===== config.mk =====
export PLATFORM = sky130hd
export DESIGN_NAME = text_encoding_sniffer_core_flat
export DESIGN_NICKNAME = d
export VERILOG_FILES = /design/src/rtl/tes_pkg.sv /design/src/rtl/tes_if.sv /design/src/rtl/tes_utf8.sv /design/src/rtl/tes_u16_lane.sv /design/src/rtl/tes_decide.sv /design/src/rtl/text_encoding_sniffer_core.sv /design/src/flat_wrapper.sv
export VERILOG_INCLUDE_DIRS = /design/src /design/src/rtl
export SDC_FILE = /design/constraint.sdc
export NUM_CORES = 1
export LEC_CHECK = 0
export ABC_CLOCK_PERIOD_IN_PS = 5450
export BUFFER_PORTS_ARGS = -buffer_cell sky130_fd_sc_hd__buf_2
export CORE_ASPECT_RATIO = 1.75
export CORE_UTILIZATION = 50
export DETAILED_ROUTE_END_ITERATION = 6
export PLACE_DENSITY = 0.78
export SYNTH_ARGS = -nofsm -noshare
export SYNTH_HDL_FRONTEND = slang
export SYNTH_SLANG_ARGS = --single-unit

===== constraint.sdc =====
create_clock -name clk -period 5.45 [get_ports clk]
set_input_delay 1.635 -clock clk [delete_from_list [all_inputs] [get_ports clk]]
set_output_delay 1.635 -clock clk [all_outputs]
set_load 0.1 [all_outputs]

===== src/rtl/assert_macros.svh =====
// ----------------------------------------------------------------------------
// assert_macros
// Assertion helpers used by the sniffer core, the only RTL file that includes them.
// ----------------------------------------------------------------------------
`ifndef ASSERT_MACROS_SVH
`define ASSERT_MACROS_SVH

// Clocked check, inactive while reset is high
`define TES_ASSERT(lbl, prop, msg) \
  lbl: assert property (@(posedge clk) disable iff (rst) (prop)) else $error(msg);

// Clocked check that also holds during reset
`define TES_ASSERT_ALWAYS(lbl, prop, msg) \
  lbl: assert property (@(posedge clk) (prop)) else $error(msg);

`endif


===== src/rtl/tes_pkg.sv =====
// ----------------------------------------------------------------------------
// tes_pkg
// Types, signature constants and the signature compare function of the
// text encoding sniffer.
// ----------------------------------------------------------------------------
package tes_pkg;

  localparam int HEADER_DEPTH = 11;
  localparam int HLEN_W       = 4;
  localparam int SPACE_W      = 10;
  localparam int SIG_W        = 8 * HEADER_DEPTH;

  localparam logic [SPACE_W-1:0] SPACE_MAX = '1;

  // Guess codes
  typedef enum logic [3:0] {
    GUESS_UTF8         = 4'd0,
    GUESS_UTF8_BOM     = 4'd1,
    GUESS_UTF16BE      = 4'd2,
    GUESS_UTF16LE      = 4'd3,
    GUESS_UTF32BE      = 4'd4,
    GUESS_UTF32LE      = 4'd5,
    GUESS_BINARY       = 4'd6,
    GUESS_UNKNOWN      = 4'd7,
    GUESS_UNDETERMINED = 4'd8
  } guess_t;

  typedef logic [7:0] hdr_t [HEADER_DEPTH];

  // Status of one UTF-16 byte order lane
  typedef struct packed {
    logic               valid;
    logic               in_pair;
    logic [SPACE_W-1:0] spaces;
  } u16_lane_t;

  // Signatures, left aligned, first byte in the top bits
  localparam logic [SIG_W-1:0] SIG_PS    = 88'h2521_5053_2D41_646F_6265_2D;
  localparam logic [SIG_W-1:0] SIG_PNG   = {64'h8950_4E47_0D0A_1A0A, 24'h0};
  localparam logic [SIG_W-1:0] SIG_GIF7  = {48'h4749_4638_3761, 40'h0};
  localparam logic [SIG_W-1:0] SIG_GIF9  = {48'h4749_4638_3961, 40'h0};
  localparam logic [SIG_W-1:0] SIG_JPG   = {24'hFFD8FF, 64'h0};
  localparam logic [SIG_W-1:0] SIG_PDF   = {40'h2550_4446_2D, 48'h0};
  localparam logic [SIG_W-1:0] SIG_U8BOM = {24'hEFBBBF, 64'h0};
  localparam logic [SIG_W-1:0] SIG_U16BE = {16'hFEFF, 72'h0};
  localparam logic [SIG_W-1:0] SIG_U16LE = {16'hFFFE, 72'h0};
  localparam logic [SIG_W-1:0] SIG_U32BE = {32'h0000_FEFF, 56'h0};

  localparam logic [HLEN_W-1:0] LEN_PS    = 4'd11;
  localparam logic [HLEN_W-1:0] LEN_PNG   = 4'd8;
  localparam logic [HLEN_W-1:0] LEN_GIF   = 4'd6;
  localparam logic [HLEN_W-1:0] LEN_JPG   = 4'd3;
  localparam logic [HLEN_W-1:0] LEN_PDF   = 4'd5;
  localparam logic [HLEN_W-1:0] LEN_U8BOM = 4'd3;
  localparam logic [HLEN_W-1:0] LEN_U16   = 4'd2;
  localparam logic [HLEN_W-1:0] LEN_U32   = 4'd4;

  // True when the stored header holds at least slen bytes and they match sig
  function automatic logic sig_match(input hdr_t hdr, input logic [HLEN_W-1:0] hlen,
                                     input logic [SIG_W-1:0] sig,
                                     input logic [HLEN_W-1:0] slen);
    logic hit;
    hit = (hlen >= slen);
    for (int i = 0; i < HEADER_DEPTH; i++) begin
      if ((HLEN_W'(i) < slen) && (hdr[i] != sig[SIG_W-1-8*i -: 8])) begin
        hit = 1'b0;
      end
    end
    return hit;
  endfunction

endpackage


===== src/rtl/tes_if.sv =====
// ----------------------------------------------------------------------------
// tes_in_if / tes_out_if
// Valid/ready channels of the sniffer: text bytes in, encoding guess out.
// ----------------------------------------------------------------------------
interface tes_in_if;
  logic       valid;
  logic       ready;
  logic [7:0] data_byte;
  logic       has_byte;
  logic       end_of_text;

  modport source (output valid, data_byte, has_byte, end_of_text, input ready);
  modport sink   (input valid, data_byte, has_byte, end_of_text, output ready);
endinterface

interface tes_out_if;
  logic       valid;
  logic       ready;
  logic [3:0] guess;

  modport source (output valid, guess, input ready);
  modport sink   (input valid, guess, output ready);
endinterface


===== src/rtl/tes_utf8.sv =====
// ----------------------------------------------------------------------------
// tes_utf8
// UTF-8 validity tracker: lead decode, continuation check, pending count.
// ----------------------------------------------------------------------------
module tes_utf8 (
  input  logic       clk,
  input  logic       rst,
  input  logic       take,
  input  logic [7:0] data_byte,
  input  logic       clear,
  output logic       valid_next
);

  logic       valid;
  logic [1:0] pending;
  logic       seq_bad;
  logic [1:0] pending_next;
  logic       seq_bad_next;

  // Next state for one byte
  always_comb begin
    valid_next   = valid;
    pending_next = pending;
    seq_bad_next = seq_bad;
    if (take && valid) begin
      if (pending != 2'd0) begin
        seq_bad_next = seq_bad | (data_byte[7:6] != 2'b10);
        pending_next = pending - 2'd1;
        if ((pending_next == 2'd0) && seq_bad_next) begin
          valid_next = 1'b0;
        end
      end else begin
        seq_bad_next = 1'b0;
        if (data_byte == 8'h00) begin
          valid_next = 1'b0;
        end else if (!data_byte[7]) begin
          pending_next = 2'd0;
        end else if (data_byte[7:5] == 3'b110) begin
          pending_next = 2'd1;
        end else if (data_byte[7:4] == 4'b1110) begin
          pending_next = 2'd2;
        end else if (data_byte[7:3] == 5'b11110) begin
          pending_next = 2'd3;
        end else begin
          valid_next = 1'b0;
        end
      end
    end
  end

  // Hold state, drop it after each text
  always_ff @(posedge clk) begin
    if (rst || clear) begin
      valid   <= 1'b1;
      pending <= 2'd0;
      seq_bad <= 1'b0;
    end else begin
      valid   <= valid_next;
      pending <= pending_next;
      seq_bad <= seq_bad_next;
    end
  end

endmodule


===== src/rtl/tes_u16_lane.sv =====
// ----------------------------------------------------------------------------
// tes_u16_lane
// One UTF-16 byte order: surrogate pairing check and saturating space count.
// ----------------------------------------------------------------------------
module tes_u16_lane (
  input  logic                clk,
  input  logic                rst,
  input  logic                take,
  input  logic [7:0]          hi,
  input  logic [7:0]          lo,
  input  logic                clear,
  output tes_pkg::u16_lane_t  lane_next
);

  tes_pkg::u16_lane_t lane;

  // Next state for one 16-bit unit
  always_comb begin
    lane_next = lane;
    if (take && lane.valid) begin
      if (!lane.in_pair) begin
        if (hi >= 8'hD8) begin
          if (hi[7:2] == 6'b110110) begin
            lane_next.in_pair = 1'b1;
          end else begin
            lane_next.valid = 1'b0;
          end
        end else if ((hi == 8'h00) && (lo == 8'h20)
                     && (lane.spaces != tes_pkg::SPACE_MAX)) begin
          lane_next.spaces = lane.spaces + 1'b1;
        end
      end else begin
        if (hi[7:2] != 6'b110111) begin
          lane_next.valid = 1'b0;
        end
        lane_next.in_pair = 1'b0;
      end
    end
  end

  // Hold state, drop it after each text
  always_ff @(posedge clk) begin
    if (rst || clear) begin
      lane.valid   <= 1'b1;
      lane.in_pair <= 1'b0;
      lane.spaces  <= '0;
    end else begin
      lane <= lane_next;
    end
  end

endmodule


===== src/rtl/tes_decide.sv =====
// ----------------------------------------------------------------------------
// tes_decide
// Priority decision: empty text, signatures, UTF-8, UTF-16, zero byte.
// ----------------------------------------------------------------------------
module tes_decide (
  input  tes_pkg::hdr_t                  hdr,
  input  logic [tes_pkg::HLEN_W-1:0]     hdr_len,
  input  logic                           utf8_valid,
  input  tes_pkg::u16_lane_t             be,
  input  tes_pkg::u16_lane_t             le,
  input  logic                           saw_zero,
  output tes_pkg::guess_t                guess
);

  logic be_ok;
  logic le_ok;

  assign be_ok = be.valid && (be.spaces != '0);
  assign le_ok = le.valid && (le.spaces != '0);

  // First check that decides wins
  always_comb begin
    if (hdr_len == '0) begin
      guess = tes_pkg::GUESS_UTF8;
    end else if (tes_pkg::sig_match(hdr, hdr_len, tes_pkg::SIG_PS, tes_pkg::LEN_PS)) begin
      guess = tes_pkg::GUESS_UNKNOWN;
    end else if (tes_pkg::sig_match(hdr, hdr_len, tes_pkg::SIG_PNG, tes_pkg::LEN_PNG)
              || tes_pkg::sig_match(hdr, hdr_len, tes_pkg::SIG_GIF7, tes_pkg::LEN_GIF)
              || tes_pkg::sig_match(hdr, hdr_len, tes_pkg::SIG_GIF9, tes_pkg::LEN_GIF)
              || tes_pkg::sig_match(hdr, hdr_len, tes_pkg::SIG_JPG, tes_pkg::LEN_JPG)
              || tes_pkg::sig_match(hdr, hdr_len, tes_pkg::SIG_PDF, tes_pkg::LEN_PDF)) begin
      guess = tes_pkg::GUESS_BINARY;
    end else if (tes_pkg::sig_match(hdr, hdr_len, tes_pkg::SIG_U8BOM,
                                     tes_pkg::LEN_U8BOM)) begin
      guess = tes_pkg::GUESS_UTF8_BOM;
    end else if (tes_pkg::sig_match(hdr, hdr_len, tes_pkg::SIG_U16BE, tes_pkg::LEN_U16)) begin
      guess = tes_pkg::GUESS_UTF16BE;
    end else if (tes_pkg::sig_match(hdr, hdr_len, tes_pkg::SIG_U16LE, tes_pkg::LEN_U16)) begin
      guess = tes_pkg::GUESS_UTF16LE;
    end else if (tes_pkg::sig_match(hdr, hdr_len, tes_pkg::SIG_U32BE, tes_pkg::LEN_U32)) begin
      guess = tes_pkg::GUESS_UTF32BE;
    end else if (utf8_valid) begin
      guess = tes_pkg::GUESS_UTF8;
    end else if (be_ok && le_ok) begin
      guess = (be.spaces > le.spaces) ? tes_pkg::GUESS_UTF16BE : tes_pkg::GUESS_UTF16LE;
    end else if (be_ok) begin
      guess = tes_pkg::GUESS_UTF16BE;
    end else if (le_ok) begin
      guess = tes_pkg::GUESS_UTF16LE;
    end else if (saw_zero) begin
      guess = tes_pkg::GUESS_BINARY;
    end else begin
      guess = tes_pkg::GUESS_UNDETERMINED;
    end
  end

endmodule


===== src/rtl/text_encoding_sniffer_core.sv =====
// ----------------------------------------------------------------------------
// text_encoding_sniffer_core
// Guesses the encoding of a byte stream from signatures and UTF validity.
// ----------------------------------------------------------------------------
// Usage:
//   text (sink): one transaction per byte; has_byte marks a real byte and
//   end_of_text closes the text. Only the first SAMPLE_BYTES bytes are
//   examined; later bytes are dropped, but their end mark still counts.
//   result (source): one transaction per text carrying the guess code.
// Latency: the guess is valid on the cycle after the final transaction.
// Throughput: one byte per cycle while no guess waits on result.ready, set by
//   the single update pass from the per-text state registers to the result
//   register. Texts may follow each other with no gap.
// Reset: all per-text state and the result valid flag clear; the header
//   bytes need no reset. State also clears after each final transaction.
// Stall: while a guess waits on result.ready, text.ready stays low, so the
//   block holds one guess and takes nothing until it is taken.
// ----------------------------------------------------------------------------
`include "assert_macros.svh"

module text_encoding_sniffer_core #(
  parameter int SAMPLE_BYTES = 1024
) (
  input  logic       clk,
  input  logic       rst,
  tes_in_if.sink     text,
  tes_out_if.source  result
);

  localparam int CNT_W = $clog2(SAMPLE_BYTES + 1);

  logic [CNT_W-1:0]           byte_count;
  logic [CNT_W-1:0]           byte_count_next;
  tes_pkg::hdr_t              header_store;
  tes_pkg::hdr_t              header_next;
  logic [tes_pkg::HLEN_W-1:0] hdr_len;
  logic [7:0]                 even_byte_hold;
  logic                       saw_zero_byte;
  logic                       saw_zero_next;
  logic                       in_acc;
  logic                       text_done;
  logic                       take;
  logic                       unit_take;
  logic                       utf8_valid_next;
  tes_pkg::u16_lane_t         be_next;
  tes_pkg::u16_lane_t         le_next;
  tes_pkg::guess_t            guess_next;
  logic                       out_valid;
  tes_pkg::guess_t            out_guess;

  // Handshake
  assign text.ready = !out_valid || result.ready;
  assign in_acc     = text.valid && text.ready;
  assign text_done  = in_acc && text.end_of_text;
  assign take       = in_acc && text.has_byte && (byte_count < CNT_W'(SAMPLE_BYTES));
  assign unit_take  = take && byte_count[0];

  // Count, header capture, zero byte flag
  always_comb begin
    byte_count_next = take ? byte_count + 1'b1 : byte_count;
    saw_zero_next   = saw_zero_byte | (take && (text.data_byte == 8'h00));
    for (int i = 0; i < tes_pkg::HEADER_DEPTH; i++) begin
      header_next[i] = (take && (byte_count == CNT_W'(i))) ? text.data_byte
                                                            : header_store[i];
    end
    if (byte_count_next >= CNT_W'(tes_pkg::HEADER_DEPTH)) begin
      hdr_len = tes_pkg::HLEN_W'(tes_pkg::HEADER_DEPTH);
    end else begin
      hdr_len = byte_count_next[tes_pkg::HLEN_W-1:0];
    end
  end

  // Per-text state; clear after the final transaction
  always_ff @(posedge clk) begin
    if (rst || text_done) begin
      byte_count    <= '0;
      saw_zero_byte <= 1'b0;
    end else begin
      byte_count    <= byte_count_next;
      saw_zero_byte <= saw_zero_next;
    end
  end

  // Header bytes and the first byte of each 16-bit unit
  always_ff @(posedge clk) begin
    header_store <= header_next;
    if (take && !byte_count[0]) begin
      even_byte_hold <= text.data_byte;
    end
  end

  tes_utf8 u_utf8 (
    .clk        (clk),
    .rst        (rst),
    .take       (take),
    .data_byte  (text.data_byte),
    .clear      (text_done),
    .valid_next (utf8_valid_next)
  );

  tes_u16_lane u_be (
    .clk       (clk),
    .rst       (rst),
    .take      (unit_take),
    .hi        (even_byte_hold),
    .lo        (text.data_byte),
    .clear     (text_done),
    .lane_next (be_next)
  );

  tes_u16_lane u_le (
    .clk       (clk),
    .rst       (rst),
    .take      (unit_take),
    .hi        (text.data_byte),
    .lo        (even_byte_hold),
    .clear     (text_done),
    .lane_next (le_next)
  );

  tes_decide u_decide (
    .hdr        (header_next),
    .hdr_len    (hdr_len),
    .utf8_valid (utf8_valid_next),
    .be         (be_next),
    .le         (le_next),
    .saw_zero   (saw_zero_next),
    .guess      (guess_next)
  );

  // Result register: load on the final transaction, drop when taken
  always_ff @(posedge clk) begin
    if (rst) begin
      out_valid <= 1'b0;
    end else if (text_done) begin
      out_valid <= 1'b1;
    end else if (result.ready) begin
      out_valid <= 1'b0;
    end
  end

  always_ff @(posedge clk) begin
    if (text_done) begin
      out_guess <= guess_next;
    end
  end

  assign result.valid = out_valid;
  assign result.guess = out_guess;

  // Checks
  `TES_ASSERT(a_count_clears, text_done |=> (byte_count == '0), "count not cleared after text")
  `TES_ASSERT(a_count_bound, byte_count <= CNT_W'(SAMPLE_BYTES), "count beyond sample size")
  `TES_ASSERT(a_rise_after_end, $rose(out_valid) |-> $past(text_done), "guess without end")
  `TES_ASSERT(a_no_utf32le, out_valid |-> (out_guess != tes_pkg::GUESS_UTF32LE),
              "utf32le guess produced")
  `TES_ASSERT(a_pair_valid, (!be_next.in_pair || be_next.valid)
              && (!le_next.in_pair || le_next.valid), "open pair on invalid lane")
  `TES_ASSERT_ALWAYS(a_reset_idle, rst |=> !out_valid, "result valid after reset")

endmodule

===== src/flat_wrapper.sv =====
// flat-port wrapper written by rule: the top's interface ports become plain ports
module text_encoding_sniffer_core_flat 
#(
  parameter int SAMPLE_BYTES = 1024
)
  (clk, rst, text_valid, text_data_byte, text_has_byte, text_end_of_text, text_ready, result_valid, result_guess, result_ready);
  tes_in_if text_i ();
  tes_out_if result_i ();
  input  logic clk;
  input  logic rst;
  input wire logic [$bits(text_i.valid)-1:0] text_valid;
  input wire logic [$bits(text_i.data_byte)-1:0] text_data_byte;
  input wire logic [$bits(text_i.has_byte)-1:0] text_has_byte;
  input wire logic [$bits(text_i.end_of_text)-1:0] text_end_of_text;
  output wire logic [$bits(text_i.ready)-1:0] text_ready;
  output wire logic [$bits(result_i.valid)-1:0] result_valid;
  output wire logic [$bits(result_i.guess)-1:0] result_guess;
  input wire logic [$bits(result_i.ready)-1:0] result_ready;
  assign text_i.valid = text_valid;
  assign text_i.data_byte = text_data_byte;
  assign text_i.has_byte = text_has_byte;
  assign text_i.end_of_text = text_end_of_text;
  assign text_ready = text_i.ready;
  assign result_valid = result_i.valid;
  assign result_guess = result_i.guess;
  assign result_i.ready = result_ready;
  text_encoding_sniffer_core #(.SAMPLE_BYTES(SAMPLE_BYTES)) u_core (.clk(clk), .rst(rst), .text(text_i), .result(result_i));
endmodule

==> results.yml <==
final_layout:
  antenna-diode-count: 0
  num-nets-final: 1020
  layout-area-overhead-vs-synth_pct: 12.5
  final_cell_count_no_fill: 1225
  layout-drive-gt1-share: 0.185
sta:
  final-setup-viol-count: 0
  fin_tns_setup_ns: 0
  post-route-period-util: 0.946
  tightestPinTransition_ns: 1.23
  slew_headroom: 0.179
  rsz0062_at_grt: "false"
  slew_viol_final: 0
  timing.fmax_mhz: 194
  layout_min_cycle_time_ns: 5.16
  final_hold_viol_count: 0
  postLayoutSetupSlackWorst_ns: 0.294
  skew_ns: 0.0157
floorplan:
  floorplan.io_pins: 20
  design.die.area_sq_um: 17400
  floorplan.core_area_sq_um: 16400
  die_w_um: 100
  placement_rows: 62
  start_util: 0.511
  dieHeight_um: 174
routing:
  drt-wirelength-per-cell_um: 23.0
  route.vias.total: 8002
  drt-initial-drc-count: 794
  post_drt_via_cell_ratio: 6.53
  final_antenna_net_count: 0
  post-route-drc-count: 0
  drt-total-wl_um: 28200
  detailedRoute.firstPassIterationCount: 7
critical_path:
  timing.critical_path.from: "text_has_byte"
  cp_common_cell: "sky130_fd_sc_hd__ha_1"
  crit_required_ns: 5.71
  rr_worst_depth: 15
  worstPathCellList: "buf_2, nor2b_1, nand3_2, inv_1, ha_1, nor4bb_1, nand4_2, buf_4, nor4_1, xor2_1, ha_1, nand4_1, o311ai_0, nand2_1, or3_1, a21oi_1"
  timing.reg2reg.setup_slack_ns: 1.22
  cpPeakStageDelay_ns: 0.64
  criticalPathCategory: "input pin to flop"
  worst_setup_path_end_kind: "flop"
  worstSetupStartpointType: "input pin"
  cp_slowest_cell: "sky130_fd_sc_hd__o311ai_0"
  critical_path.top_delay_family: "simple AND/OR/NAND/NOR gates"
  regToRegEndpoint: "u_core.result.guess[0]$_SDFFCE_PP0P_"
  path_depth: 16
  crit-reg2reg-launch: "u_core.byte_count[10]$_SDFF_PP0_"
  critPathBufInv: 3
  worstPathMaxFanout: 8
  crit_arrival_ns: 5.42
  worst_setup_path_endpoint: "u_core.result.guess[0]$_SDFFCE_PP0P_"
clock_tree:
  tritoncts: "yes"
  tritoncts.num_buffers: 17
  post_cts_buffers: 0
  cts_htree_levels: 4
  numClockSinks: 141
  post_cts_resize_count: 0
  clk_pin_slew_ns: 0.07
  ctsLongestPathBuffers: 2
  clkLatencyLatePin_ns: 0.44
  ctsHoldBuffers: 0
  clock-root-buffer: "sky130_fd_sc_hd__clkbuf_16"
placement:
  dp.cells: 1193
  dp_hpwl_um: 19800
  placement.io_buffers: 19
  preCtsSetupSlack_ns: 0.0205
  place.gp.congestion: 1.02
global_route:
  grt_pass1_wl_um: 43000
  gr-usage-all-layers: 0.330
  maximum_number_of_pins_on_one_net_before_global_route_repair: 31
  first_global_vias: 7769
  overflow: 0
  antenna_found_initial: 0
power_and_ir_drop:
  max-vdd-ir-drop_v: 0.000176
  total_leakage_power_nw: 3.63
  power.density_nw_per_um2: 281
logic_synthesis:
  synthTopCellsByArea: "sky130_fd_sc_hd__dfxtp_1 (31%), sky130_fd_sc_hd__mux2_2 (8.0%), sky130_fd_sc_hd__edfxtp_1 (4.3%), sky130_fd_sc_hd__nand2_1 (4.2%), sky130_fd_sc_hd__nor2_1 (3.4%)"
  synth_enable_flop_cells: 12
  net_count_after_synthesis: 993
  yosysSeqAreaShare: 0.350
  ys.flop_type: "sky130_fd_sc_hd__dfxtp_1"
  yosysMostFrequentCell: "sky130_fd_sc_hd__dfxtp_1"
  mean_syn_cell_area_sq_um: 8.75
  synth_top_area_share: 0.307
  synth_largest_area_cell: "sky130_fd_sc_hd__dfxtp_1"
  synth.distinct_cells: 89
  postSynth.asyncResetShare: 0
  synth_area_sq_um: 8410
  synth.yosys.warnings: 0
  synth-seq-cells: 141
  synth.top_cells.by_count: "sky130_fd_sc_hd__dfxtp_1 (129), sky130_fd_sc_hd__nand2_1 (95), sky130_fd_sc_hd__nor2_1 (77), sky130_fd_sc_hd__mux2_2 (60), sky130_fd_sc_hd__nand3_1 (39)"
  post_synth_inst_count: 961
flow_run:
  drv.max_cap_violation_count: 0
min_path:
  hold_class: "flop to flop"
run_status:
  status: "completed"
state kept, by name, summed over array words and instances (netlist names):
register               flops
u_core.byte_count         11
u_core.saw_zero_byte       1
u_core.u_le.lane          12
u_core.u_utf8.pending      2
u_core.u_utf8.seq_bad      1
u_core.u_utf8.valid        1
u_core.even_byte_hold      8
u_core.u_be.lane          12
u_core.result.guess        4
u_core.result.valid        1
u_core.header_store       88
report_power, final:
part	switching, mW	internal (mW)
Combinational	0.215	0.104
Sequential	0.0607	1.10
Clock	0.556	0.623
per-stage QoR:
stage	utilization	hold slack (ns)	total power, mW	cell area [sq um]
2_1_floorplan	-	0.410	1.37	8420
3_3_place_gp	0.538	0.426	1.48	8860
3_5_place_dp	0.538	0.433	1.48	8860
4_1_cts	0.575	0.447	2.65	9460
5_1_grt	0.575	0.466	2.73	9460
6_report	0.575	0.457	2.66	9460
worst min-delay path, cell delays in order (launching register included):
cell,delay [ns]
sky130_fd_sc_hd__dfxtp_1,0.32
sky130_fd_sc_hd__nand2_1,0.06
sky130_fd_sc_hd__nand2_1,0.04
cell usage in the layout, fill, tap and decap left out, types with 26 or more instances in the layout:
cell type                   n
sky130_fd_sc_hd__nand2_1   95
sky130_fd_sc_hd__buf_4     42
sky130_fd_sc_hd__a21oi_1   32
sky130_fd_sc_hd__inv_1     26
sky130_fd_sc_hd__nand3_1   38
sky130_fd_sc_hd__mux2_2    60
sky130_fd_sc_hd__dfxtp_1  129
sky130_fd_sc_hd__nor3_1    38
sky130_fd_sc_hd__nor2_1    77
sky130_fd_sc_hd__nand4_1   36
sky130_fd_sc_hd__o21ai_0   34
worst min path at each step:
stage                                    start                               to  slack, ns  cells past startpoint
4_1_cts        u_core.header_store[39]$_DFF_P_  u_core.header_store[39]$_DFF_P_       0.45                      2
3_3_place_gp   u_core.header_store[39]$_DFF_P_  u_core.header_store[39]$_DFF_P_       0.43                      2
3_5_place_dp   u_core.header_store[39]$_DFF_P_  u_core.header_store[39]$_DFF_P_       0.43                      2
2_1_floorplan  u_core.header_store[39]$_DFF_P_  u_core.header_store[39]$_DFF_P_       0.41                      2
6_report       u_core.header_store[43]$_DFF_P_  u_core.header_store[43]$_DFF_P_       0.46                      2
5_1_grt        u_core.header_store[39]$_DFF_P_  u_core.header_store[39]$_DFF_P_       0.47                      2
cells by family after synthesis:
| family | after synthesis | synth area share |
|---|---|---|
| AOI/OAI and AO/OA | 157 | 0.129 |
| xor gates and xnor gates | 28 | 0.0292 |
| adders and majority gates | 18 | 0.0268 |
| buffers and inverters | 81 | 0.0434 |
| DFF | 141 | 0.350 |
| muxes | 83 | 0.108 |
| and+or+nand+nor | 453 | 0.314 |
final cells by class:
class / count / area (sq um)
clock buffers: 17 / 425
clock inverters: 15 / 181
fillers: 1496 / 6980
inverters: 28 / 105
multi-input cells: 739 / 5120
flip-flops and latches: 141 / 2940
well taps: 224 / 280
repair buffers: 61 / 410
layer usage:
metal / wire, um / global-route usage / vias to the layer above
met3: 1800 / 0.0593 / 156
li1: - / - / 3664
met4: 2530 / 0.277 / 0
met5: 0 / 0 / -
met1: 9920 / 0.341 / 3788
met2: 14000 / 0.570 / 394
No activity file was read; power rests on OpenSTA's default activity.
